===== src/design/bra_pkg.sv =====
// Shared constants, codes and control types of the bitmap run allocator.
// No dependencies; every other design file refers to it by scoped names.
`default_nettype none

package bra_pkg;

  localparam int MAP_BYTES  = 512;
  localparam int WORD_W     = 64;
  localparam int WORD_LG    = $clog2(WORD_W);
  localparam int WORD_BYTES = WORD_W / 8;
  localparam int WBYTE_LG   = $clog2(WORD_BYTES);
  localparam int WORDS      = (MAP_BYTES + WORD_BYTES - 1) / WORD_BYTES;
  localparam int WADDR_W    = $clog2(WORDS);
  localparam int CNT_W      = WADDR_W + 1;

  localparam int KIND_W   = 3;
  localparam int BIT_W    = 12;
  localparam int RUN_W    = 13;
  localparam int USED_W   = 10;
  localparam int STATUS_W = 2;

  localparam logic [USED_W-1:0] USED_RESET = USED_W'(512);
  localparam logic [USED_W-1:0] USED_MAX   = USED_W'(MAP_BYTES);

  localparam logic [KIND_W-1:0] KIND_SEARCH    = 3'd0;
  localparam logic [KIND_W-1:0] KIND_SET       = 3'd1;
  localparam logic [KIND_W-1:0] KIND_CLEAR     = 3'd2;
  localparam logic [KIND_W-1:0] KIND_TEST      = 3'd3;
  localparam logic [KIND_W-1:0] KIND_CLEAR_ALL = 3'd4;

  localparam logic [STATUS_W-1:0] ST_OK    = 2'd0;
  localparam logic [STATUS_W-1:0] ST_NOFIT = 2'd1;
  localparam logic [STATUS_W-1:0] ST_RANGE = 2'd2;

  typedef enum logic [2:0] {
    S_IDLE,
    S_DISPATCH,
    S_SCAN,
    S_MODIFY,
    S_REPLY
  } state_t;

  typedef struct packed {
    logic load;
    logic scan_start;
    logic scan_run;
    logic rmw_write;
    logic clear_all;
    logic emit;
  } cmd_t;

  typedef struct packed {
    logic [KIND_W-1:0] kind;
    logic              oor;
    logic              scan_done;
    logic              out_busy;
  } sts_t;

endpackage

`default_nettype wire


===== src/design/bra_ctrl.sv =====
// Sequencer of the allocator: takes an item, dispatches it to the datapath,
// waits for the scan or the read-modify-write and hands the result out. Uses bra_pkg.
`default_nettype none

module bra_ctrl (
  input  logic          clk,
  input  logic          rst,
  input  logic          in_valid,
  output logic          in_ready,
  input  bra_pkg::sts_t sts,
  output bra_pkg::cmd_t cmd
);

  bra_pkg::state_t state, state_next;

  always_ff @(posedge clk) begin
    if (rst) begin
      state <= bra_pkg::S_IDLE;
    end else begin
      state <= state_next;
    end
  end

  always_comb begin
    state_next = state;
    unique case (state)
      bra_pkg::S_IDLE: begin
        if (in_valid) state_next = bra_pkg::S_DISPATCH;
      end
      bra_pkg::S_DISPATCH: begin
        unique case (sts.kind) inside
          bra_pkg::KIND_SEARCH: state_next = bra_pkg::S_SCAN;
          bra_pkg::KIND_SET, bra_pkg::KIND_CLEAR, bra_pkg::KIND_TEST: begin
            state_next = sts.oor ? bra_pkg::S_REPLY : bra_pkg::S_MODIFY;
          end
          default: state_next = bra_pkg::S_REPLY;
        endcase
      end
      bra_pkg::S_SCAN: begin
        if (sts.scan_done) state_next = bra_pkg::S_REPLY;
      end
      bra_pkg::S_MODIFY: state_next = bra_pkg::S_REPLY;
      bra_pkg::S_REPLY: begin
        if (!sts.out_busy) state_next = bra_pkg::S_IDLE;
      end
      default: state_next = bra_pkg::S_IDLE;
    endcase
  end

  always_comb begin
    cmd      = '0;
    in_ready = 1'b0;
    unique case (state)
      bra_pkg::S_IDLE: begin
        in_ready = 1'b1;
        cmd.load = in_valid;
      end
      bra_pkg::S_DISPATCH: begin
        cmd.scan_start = (sts.kind == bra_pkg::KIND_SEARCH);
        cmd.clear_all  = (sts.kind == bra_pkg::KIND_CLEAR_ALL);
      end
      bra_pkg::S_SCAN:   cmd.scan_run  = 1'b1;
      bra_pkg::S_MODIFY: cmd.rmw_write = 1'b1;
      bra_pkg::S_REPLY:  cmd.emit      = !sts.out_busy;
      default: ;
    endcase
  end

endmodule

`default_nettype wire


===== config.mk =====
export PLATFORM = sky130hd
export DESIGN_NAME = bra_ctrl
export DESIGN_NICKNAME = d
export VERILOG_FILES = /design/src/design/bra_pkg.sv /design/src/design/bra_ctrl.sv
export SDC_FILE = /design/constraint.sdc
export NUM_CORES = 1
export LEC_CHECK = 0
export ABC_AREA = 0
export BUFFER_PORTS_ARGS = -buffer_cell sky130_fd_sc_hd__buf_2
export CAP_MARGIN = 20
export CELL_PAD_IN_SITES_DETAIL_PLACEMENT = 1
export CELL_PAD_IN_SITES_GLOBAL_PLACEMENT = 2
export CORE_MARGIN = 2
export CORE_UTILIZATION = 19
export DETAILED_ROUTE_END_ITERATION = 7
export PLACE_DENSITY_LB_ADDON = 0.25
export SLEW_MARGIN = 20
export SYNTH_ARGS = -nofsm -noshare
export SYNTH_HDL_FRONTEND = slang
export SYNTH_SLANG_ARGS = --single-unit
export TNS_END_PERCENT = 100

===== constraint.sdc =====
create_clock -name clk -period 1.5 [get_ports clk]
set_input_delay 0.15 -clock clk [delete_from_list [all_inputs] [get_ports clk]]
set_output_delay 0.15 -clock clk [all_outputs]
set_load 0.01 [all_outputs]

==> impl_metrics.toml, run 1 <==
[synth]
synth-seq-area-share_pct = 23.4
netlist_top_cells_count = "inv_1 (4), dfxtp_1 (3), nor2_1 (3)"
synth.area.top_cells = "dfxtp_1 (23%), nor4b_4 (9.3%), a2111oi_2 (5.9%), inv_1 (5.9%), nand2b_1 (4.9%)"
synth_top_area_cell = "dfxtp_1"
syn_nets = 39
synth_top_area_share_pct = 23.4
syn_area_um2 = 256
netlist_instances = 30
synth.most_common_cell = "inv_1"
async_flop_share_pct = 0
yosys_warnings = 0
synth-edff-count = 0
synth_cell_type_count = 21
synth_seq_cells = 3
syn_area_per_cell_um2 = 8.55
ys_dominant_reg_cell = "dfxtp_1"

[route]
routed-via-count = 290
totalWireLength_um = 776
ant_nets = 0
vias_per_cell = 4.60
drt_iter0_markers = 1
firstDrtPassIters = 2
remaining_drc_errors = 0
wl_per_cell_um = 12.3

[layout]
fillers = 173
reg_top3 = "state x3"
largest_reg_flops = 3
regMostFlops = "state"
fin_area_um2 = 377
nNetsFinal = 58
final_layout_size_suffix_gt1_share_pct = 52.1
n_antenna_cell = 0
area_growth_syn_to_layout_pct = 46.8

[power_and_ir_drop]
ir_drop_mv = 0.172
leakage_nw = 0.166
internal-power_mw = 0.254
p_sw_mw = 0.127
p_total_mw = 0.380
swShare_pct = 33.3
p_comb_share_pct = 30.7
seqPwrFrac_pct = 30.9
clkPwrFrac_pct = 38.5
power.density_nw_per_um2 = 1010

[die]
core_area_um2 = 1280
die_width_um = 40.7
io_pins = 16
rows = 13
dieArea_um2 = 1660
die_y_um = 40.7
start_util_pct = 20.0

[clock_tree]
insertion_delay_ns = 0.23
clockBufferDepth = 2
numCtsBuffers = 3
cts_root_buf = "clkbuf_4"
cts_htree_levels = 1
cts.sinks = 3
cts_tree = "done"
post_cts_buffers = 0
cts.clk_slew.worst_paths_ns = 0.04

[placed_design]
placed_area_um2 = 343
io_buffers = 15
dpl.hpwl_um = 635
place_congestion = 0.663

[min_path]
hold_path.class = "in2reg"
hold_depth = 2

[sta]
rsz0062_at_grt = "false"
maxSlewHeadroom_pct = 74.5
fin_skew_ns = 0.00140
hold_viol_final = 0
max_freq_ghz = 0.715
worstMarginPinSlew_ns = 0.382
fin_crit_ns = 1.40
whs_ns = 0.122
drv_slew = 0
finalSetupTns_ns = 0
fin_crit_sh_pct = 93.3
final-setup-viol-count = 0

[critical_path]
crit_chain = "nand2b_1 > nor4_1 > buf_2"
critical_path.slowest_cell = "dfxtp_1"
crit_required_ns = 1.35
endpoint_kind = "output pin"
cpPeakStageDelay_ns = 0.40
crit_arrival_ns = 1.25
path_class = "reg2out"
rr_worst_depth = 3
worstPathMaxFanout = 8
critical_path.startpoint_type = "flip-flop"

[grt]
grt_max_degree = 10
grt_pass1_vias = 296
grt_pass1_wl_mm = 1.28
grt_overflow = 0
grt_antenna_before_repair = 0
track_usage_pct = 11.6

[run]
max_cap_viol_count = 0

[status]
status = "finished clean"
-- repair_timing --
action,CTS,global route
resized for setup,0,3
endpoints found under the setup margin,0,2
hold buffers,0,0
-- per-layer routing --
metal  wire [um]  track usage, %
met5           0               0
met2         410            20.2
met4           0            5.00
met3          26            1.63
met1         339            13.9
-- worst paths after layout --
path	end	slack, ns	startpoint
worst max-delay path	cmd[1]	0.10	state[2]
worst min-delay path	state[1]	0.12	rst
worst max register to register	state[2]	0.33	state[1]
worst min register to register	state[2]	0.58	state[1]
-- final cells by class --
cell class	instances	area [um2]	area share (%)
well taps	15	18.8	4.98
repair buffers	15	75.1	19.9
clock buffers	4	26.3	6.98
multi-input cells	22	179	47.5
inverters	4	15.0	3.99
flip-flops and latches	3	62.6	16.6
-- per-stage QoR --
step                      worst slack (ns)  util, %  cells
after detailed placement             0.191     26.7     59
after global routing               0.00251     29.3     63
after CTS                           0.0373     28.7     63
after global placement               0.275     26.7     59
final                                0.101     29.3     63
after floorplan                      0.332        -     30
-- layout by cell type (no fill, tap or decap), types with 2 or more instances in the layout --
cell type / instances
inv_1: 4
dfxtp_2: 2
nor2b_1: 2
buf_2: 15
clkbuf_4: 3
nor2_1: 3
nand2b_1: 2
-- power groups by stage --
stage / Clock [mW] / Sequential, mW / Combinational [mW]
after floorplan: 0 / 0.105 / 0.0799
after global placement: 0 / 0.113 / 0.115
after detailed placement: 0 / 0.114 / 0.115
after CTS: 0.153 / 0.113 / 0.116
after global routing: 0.159 / 0.121 / 0.133
final: 0.146 / 0.117 / 0.117
-- cells by family after synthesis --
kind of cell           after synthesis  synth area share [%]
AND/OR/NAND/NOR                     16                  47.3
AO/OA/AOI/OAI                        6                  20.5
buffers and inverters                5                  8.78
flip-flops                           3                  23.4
-- critical path, delay by kind of cell (launching register included) --
kind                   cells  cell delay (ns)
AND/OR/NAND/NOR            2             0.44
flip-flops                 1             0.40
buffers and inverters      1             0.17
Note: power is estimated with default switching activity, not from simulation.
==> inputs of run 2 (changes only) <==
--- a/config.mk
+++ b/config.mk
@@ -5,15 +5,16 @@
 export SDC_FILE = /design/constraint.sdc
 export NUM_CORES = 1
 export LEC_CHECK = 0
-export ABC_AREA = 0
+export ABC_AREA = 1
 export BUFFER_PORTS_ARGS = -buffer_cell sky130_fd_sc_hd__buf_2
 export CAP_MARGIN = 20
 export CELL_PAD_IN_SITES_DETAIL_PLACEMENT = 1
 export CELL_PAD_IN_SITES_GLOBAL_PLACEMENT = 2
 export CORE_MARGIN = 2
-export CORE_UTILIZATION = 19
+export CORE_UTILIZATION = 17
 export DETAILED_ROUTE_END_ITERATION = 7
 export PLACE_DENSITY_LB_ADDON = 0.25
+export SKIP_CTS_REPAIR_TIMING = 1
 export SLEW_MARGIN = 20
 export SYNTH_ARGS = -nofsm -noshare
 export SYNTH_HDL_FRONTEND = slang
==> impl_metrics.toml, run 2 <==
[status]
status = "finished clean"

[min_path]
hold_depth = 2
worstHoldStart = "rst"
holdPathEnd = "state[1]"
hold_path.class = "in2reg"

[sta]
fin_crit_ns = 1.29
fin_crit_sh_pct = 86.3
fin_skew_ns = 0.00196
max_freq_ghz = 0.773
final-setup-viol-count = 0
maxSlewHeadroom_pct = 83.1
hold_viol_final = 0
worstMarginPinSlew_ns = 0.253
drv_slew = 0
rsz0062_at_grt = "false"
finalSetupTns_ns = 0

[synth]
synth.area.top_cells = "dfxtp_1 (22%), nor2_1 (15%), inv_1 (14%), nand3_2 (11%), nor2_2 (9.2%)"
synth_cell_type_count = 14
synth_seq_cells = 3
syn_area_per_cell_um2 = 5.78
netlist_instances = 47
synth.most_common_cell = "nor2_1"
syn_area_um2 = 272
synth_top_area_cell = "dfxtp_1"
async_flop_share_pct = 0
netlist_top_cells_count = "nor2_1 (11), inv_1 (10), nand2_1 (5)"
ys_dominant_reg_cell = "dfxtp_1"
synth-seq-area-share_pct = 22.1
synth-edff-count = 0
synth_top_area_share_pct = 22.1
yosys_warnings = 0
syn_nets = 56

[layout]
fillers = 204
final_common_cell = "buf_2"
final_layout_size_suffix_gt1_share_pct = 40.9
fin_area_um2 = 393
fin_util_pct = 26.1
layout.cells.non_filler = 82
layout_common_cells = "buf_2 (15), nor2_1 (11), inv_1 (10), nand2_1 (5), nor2_2 (4)"
regMostFlops = "state"
nNetsFinal = 76
n_antenna_cell = 0
area_growth_syn_to_layout_pct = 44.7
reg_top3 = "state x3"
regArea_um2 = 60.1
multi_input_area_um2 = 170
largest_reg_flops = 3

[route]
wl_per_cell_um = 9.63
firstDrtPassIters = 4
totalWireLength_um = 790
drt_iter0_markers = 1
remaining_drc_errors = 0
vias_per_cell = 4.10
ant_nets = 0
routed-via-count = 336

[die]
die_width_um = 44.0
rows = 14
dieArea_um2 = 1930
core_area_um2 = 1510
io_pins = 16
start_util_pct = 18.0
die_y_um = 44.0

[placed_design]
place_congestion = 0.718
placed_cells = 78
dpl.hpwl_um = 686
placed_area_um2 = 367
io_buffers = 15

[critical_path]
worstPathMaxFanout = 6
critical_path.slowest_cell = "dfxtp_1"
endpoint_kind = "output pin"
rrSetupSlack_ns = 0.44
rr_worst_depth = 5
crit_chain = "nand2_2 > nor3_1 > buf_2"
cpPeakStageDelay_ns = 0.45
critical_path.startpoint_type = "flip-flop"
r2r_end = "state[2]"
crit_arrival_ns = 1.14
regToRegStartpoint = "state[0]"
crit_required_ns = 1.35
path_buf_inv = 1
path_delay_family = "flip-flops"
path_class = "reg2out"

[clock_tree]
cts.clk_slew.worst_paths_ns = 0.04
cts.sinks = 3
cts_htree_levels = 1
insertion_delay_ns = 0.23
clockBufferDepth = 2
numCtsBuffers = 3
cts_root_buf = "clkbuf_4"
cts_tree = "done"

[grt]
grt_pass1_vias = 321
grt_antenna_before_repair = 0
grt_overflow = 0
grt_pass1_wl_mm = 1.28
grt_max_degree = 7
track_usage_pct = 9.32

[power_and_ir_drop]
ir_drop_mv = 0.326
p_total_mw = 0.496
power.density_nw_per_um2 = 1260
leakage_nw = 0.220

[run]
max_cap_viol_count = 0
==> run 2: cell families after synthesis <==
logic type,synth area share [%]
buffers and inverters,15.2
flip-flops,22.1
AO/OA/AOI/OAI,3.68
AND/OR/NAND/NOR,59.0
==> run 2: worst max-delay path by stage <==
stage,slack (ns),cells past startpoint,end,from
detailed placement,0.44,3,cmd[4],state[0]
finish,0.21,3,cmd[4],state[0]
floorplan,0.50,2,cmd[0],state[2]
global route,0.1,3,cmd[4],state[0]
global placement,0.45,4,cmd[5],state[0]
CTS,0.19,3,cmd[4],state[0]
==> run 2: area by class of cell <==
type / count / area share [%]
Clock buffer: 4 / 6.69
Timing Repair Buffer: 15 / 19.1
Tap cell: 16 / 5.10
Multi-Input combinational cell: 33 / 43.3
Sequential cell: 3 / 15.3
Inverter: 11 / 10.5
==> run 2: power by group <==
group | switching (mW) | internal (mW) | leakage [nW]
registers | 0.0281 | 0.0986 | 0.0247
logic | 0.143 | 0.0883 | 0.181
clock network | 0.0393 | 0.0995 | 0.0150
==> run 2: stage by stage <==
stage | setup slack (ns) | hold slack, ns
2_1_floorplan | 0.499 | 0.219
3_3_place_gp | 0.447 | 0.333
3_5_place_dp | 0.445 | 0.331
4_1_cts | 0.190 | 0.0905
5_1_grt | 0.0989 | 0.106
6_report | 0.206 | 0.0970
==> run 2: layer usage <==
metal  global-route usage (%)  vias up  routed length, um
li1                         -      185                  -
met1                     12.3      141                402
met2                     13.5       10                336
met3                     1.25        0                 51
met4                     7.27        0                  0
met5                        0        -                  0
==> inputs of run 3 (changes only) <==
--- a/config.mk
+++ b/config.mk
@@ -5,14 +5,13 @@
 export SDC_FILE = /design/constraint.sdc
 export NUM_CORES = 1
 export LEC_CHECK = 0
-export ABC_AREA = 1
 export BUFFER_PORTS_ARGS = -buffer_cell sky130_fd_sc_hd__buf_2
 export CAP_MARGIN = 20
 export CELL_PAD_IN_SITES_DETAIL_PLACEMENT = 1
-export CELL_PAD_IN_SITES_GLOBAL_PLACEMENT = 2
-export CORE_MARGIN = 2
-export CORE_UTILIZATION = 17
+export CELL_PAD_IN_SITES_GLOBAL_PLACEMENT = 1
+export CORE_AREA = 2 2 39 41
 export DETAILED_ROUTE_END_ITERATION = 7
+export DIE_AREA = 0 0 41 43
 export PLACE_DENSITY_LB_ADDON = 0.25
 export SKIP_CTS_REPAIR_TIMING = 1
 export SLEW_MARGIN = 20
==> impl_metrics.toml, run 3 (synthesis results as in run 1) <==
[grt]
grt_max_degree = 10
track_usage_pct = 10.3
grt_pass1_vias = 301
grt_overflow = 0
grt_antenna_before_repair = 0
grt_pass1_wl_mm = 1.27

[layout]
fin_util_pct = 28.0
layout_common_cells = "buf_2 (15), inv_1 (4), nor2_1 (3), clkbuf_4 (3)"
fin_area_um2 = 388
reg_top3 = "state x3"
fillers = 175
final_common_cell = "buf_2"
nNetsFinal = 60
regArea_um2 = 62.6
area_growth_syn_to_layout_pct = 51.2
regMostFlops = "state"
largest_reg_flops = 3
final_layout_size_suffix_gt1_share_pct = 52.0
n_antenna_cell = 0
multi_input_area_um2 = 174

[route]
wl_per_cell_um = 11.2
drt_iter0_markers = 1
remaining_drc_errors = 0
routed-via-count = 299
firstDrtPassIters = 2
ant_nets = 0
totalWireLength_um = 740
vias_per_cell = 4.53

[sta]
fin_crit_sh_pct = 94.2
final-setup-viol-count = 0
timing.final.ws_setup_ns = 0.0871
fin_skew_ns = 0.00246
fin_crit_ns = 1.41
hold_viol_final = 0
maxSlewHeadroom_pct = 74.3
worstMarginPinSlew_ns = 0.385
drv_slew = 0
max_freq_ghz = 0.708

[placed_design]
dp_slack_ns = 0.201
placed_area_um2 = 344
place_congestion = 0.682
io_buffers = 15

[min_path]
hold_depth = 2
hold_path.class = "in2reg"

[clock_tree]
cts.clk_slew.worst_paths_ns = 0.04
cts_tree = "done"
numCtsBuffers = 3
cts_root_buf = "clkbuf_4"
cts.sinks = 3
cts_htree_levels = 1
clockBufferDepth = 2
insertion_delay_ns = 0.23

[die]
io_pins = 16
dieArea_um2 = 1760
rows = 14
core_area_um2 = 1380
die_width_um = 41
start_util_pct = 18.5
die_y_um = 43

[critical_path]
critical_path.startpoint_type = "flip-flop"
path_class = "reg2out"
rr_worst_depth = 3
crit_arrival_ns = 1.26
endpoint_kind = "output pin"
worstPathMaxFanout = 9
crit_required_ns = 1.35

[power_and_ir_drop]
power.density_nw_per_um2 = 985
ir_drop_mv = 0.303
p_total_mw = 0.382
leakage_nw = 0.176

[run]
max_cap_viol_count = 0

[status]
status = "finished clean"
[run 3: final timing paths]
path                            slack [ns]  startpoint        to
worst max-delay path                  0.09    state[1]    cmd[3]
worst min-delay path                  0.12         rst  state[2]
worst min register to register        0.62    state[2]  state[2]
worst max register to register        0.21    state[1]  state[2]
[run 3: area by class of cell]
type	instances	share of cell area, %
clock buffers	4	6.77
inverters	4	3.87
multi-input cells	22	44.8
flip-flops and latches	3	16.1
well taps	16	5.16
repair buffers	17	23.2
[run 3: critical path: stages, from the launching register on]
cell and delay [ns]:
dfxtp_1 0.54, nor3b_1 0.30, buf_2 0.18
[run 3: per-stage QoR]
step	std cells	setup TNS (ns)	hold WS (ns)
after floorplan	30	0	0.222
final	66	0	0.121
after CTS	64	0	0.125
after global placement	60	0	0.366
after global routing	66	-0.00785	0.123
after detailed placement	60	0	0.372
[run 3: report_power, final]
part	switching [mW]	total (mW)	internal, mW
sequential	0.0244	0.117	0.0923
combinational	0.0554	0.122	0.0664
clock	0.0440	0.144	0.0998
total	0.124	0.382	0.258
[run 3: routing by layer]
layer  wire (um)  share of wire, %  global-route usage [%]
met1         359                49                    13.8
met2         346                47                    15.0
met3          33               4.5                    3.14
met4           0                 0                    4.00
met5           0                 0                       0
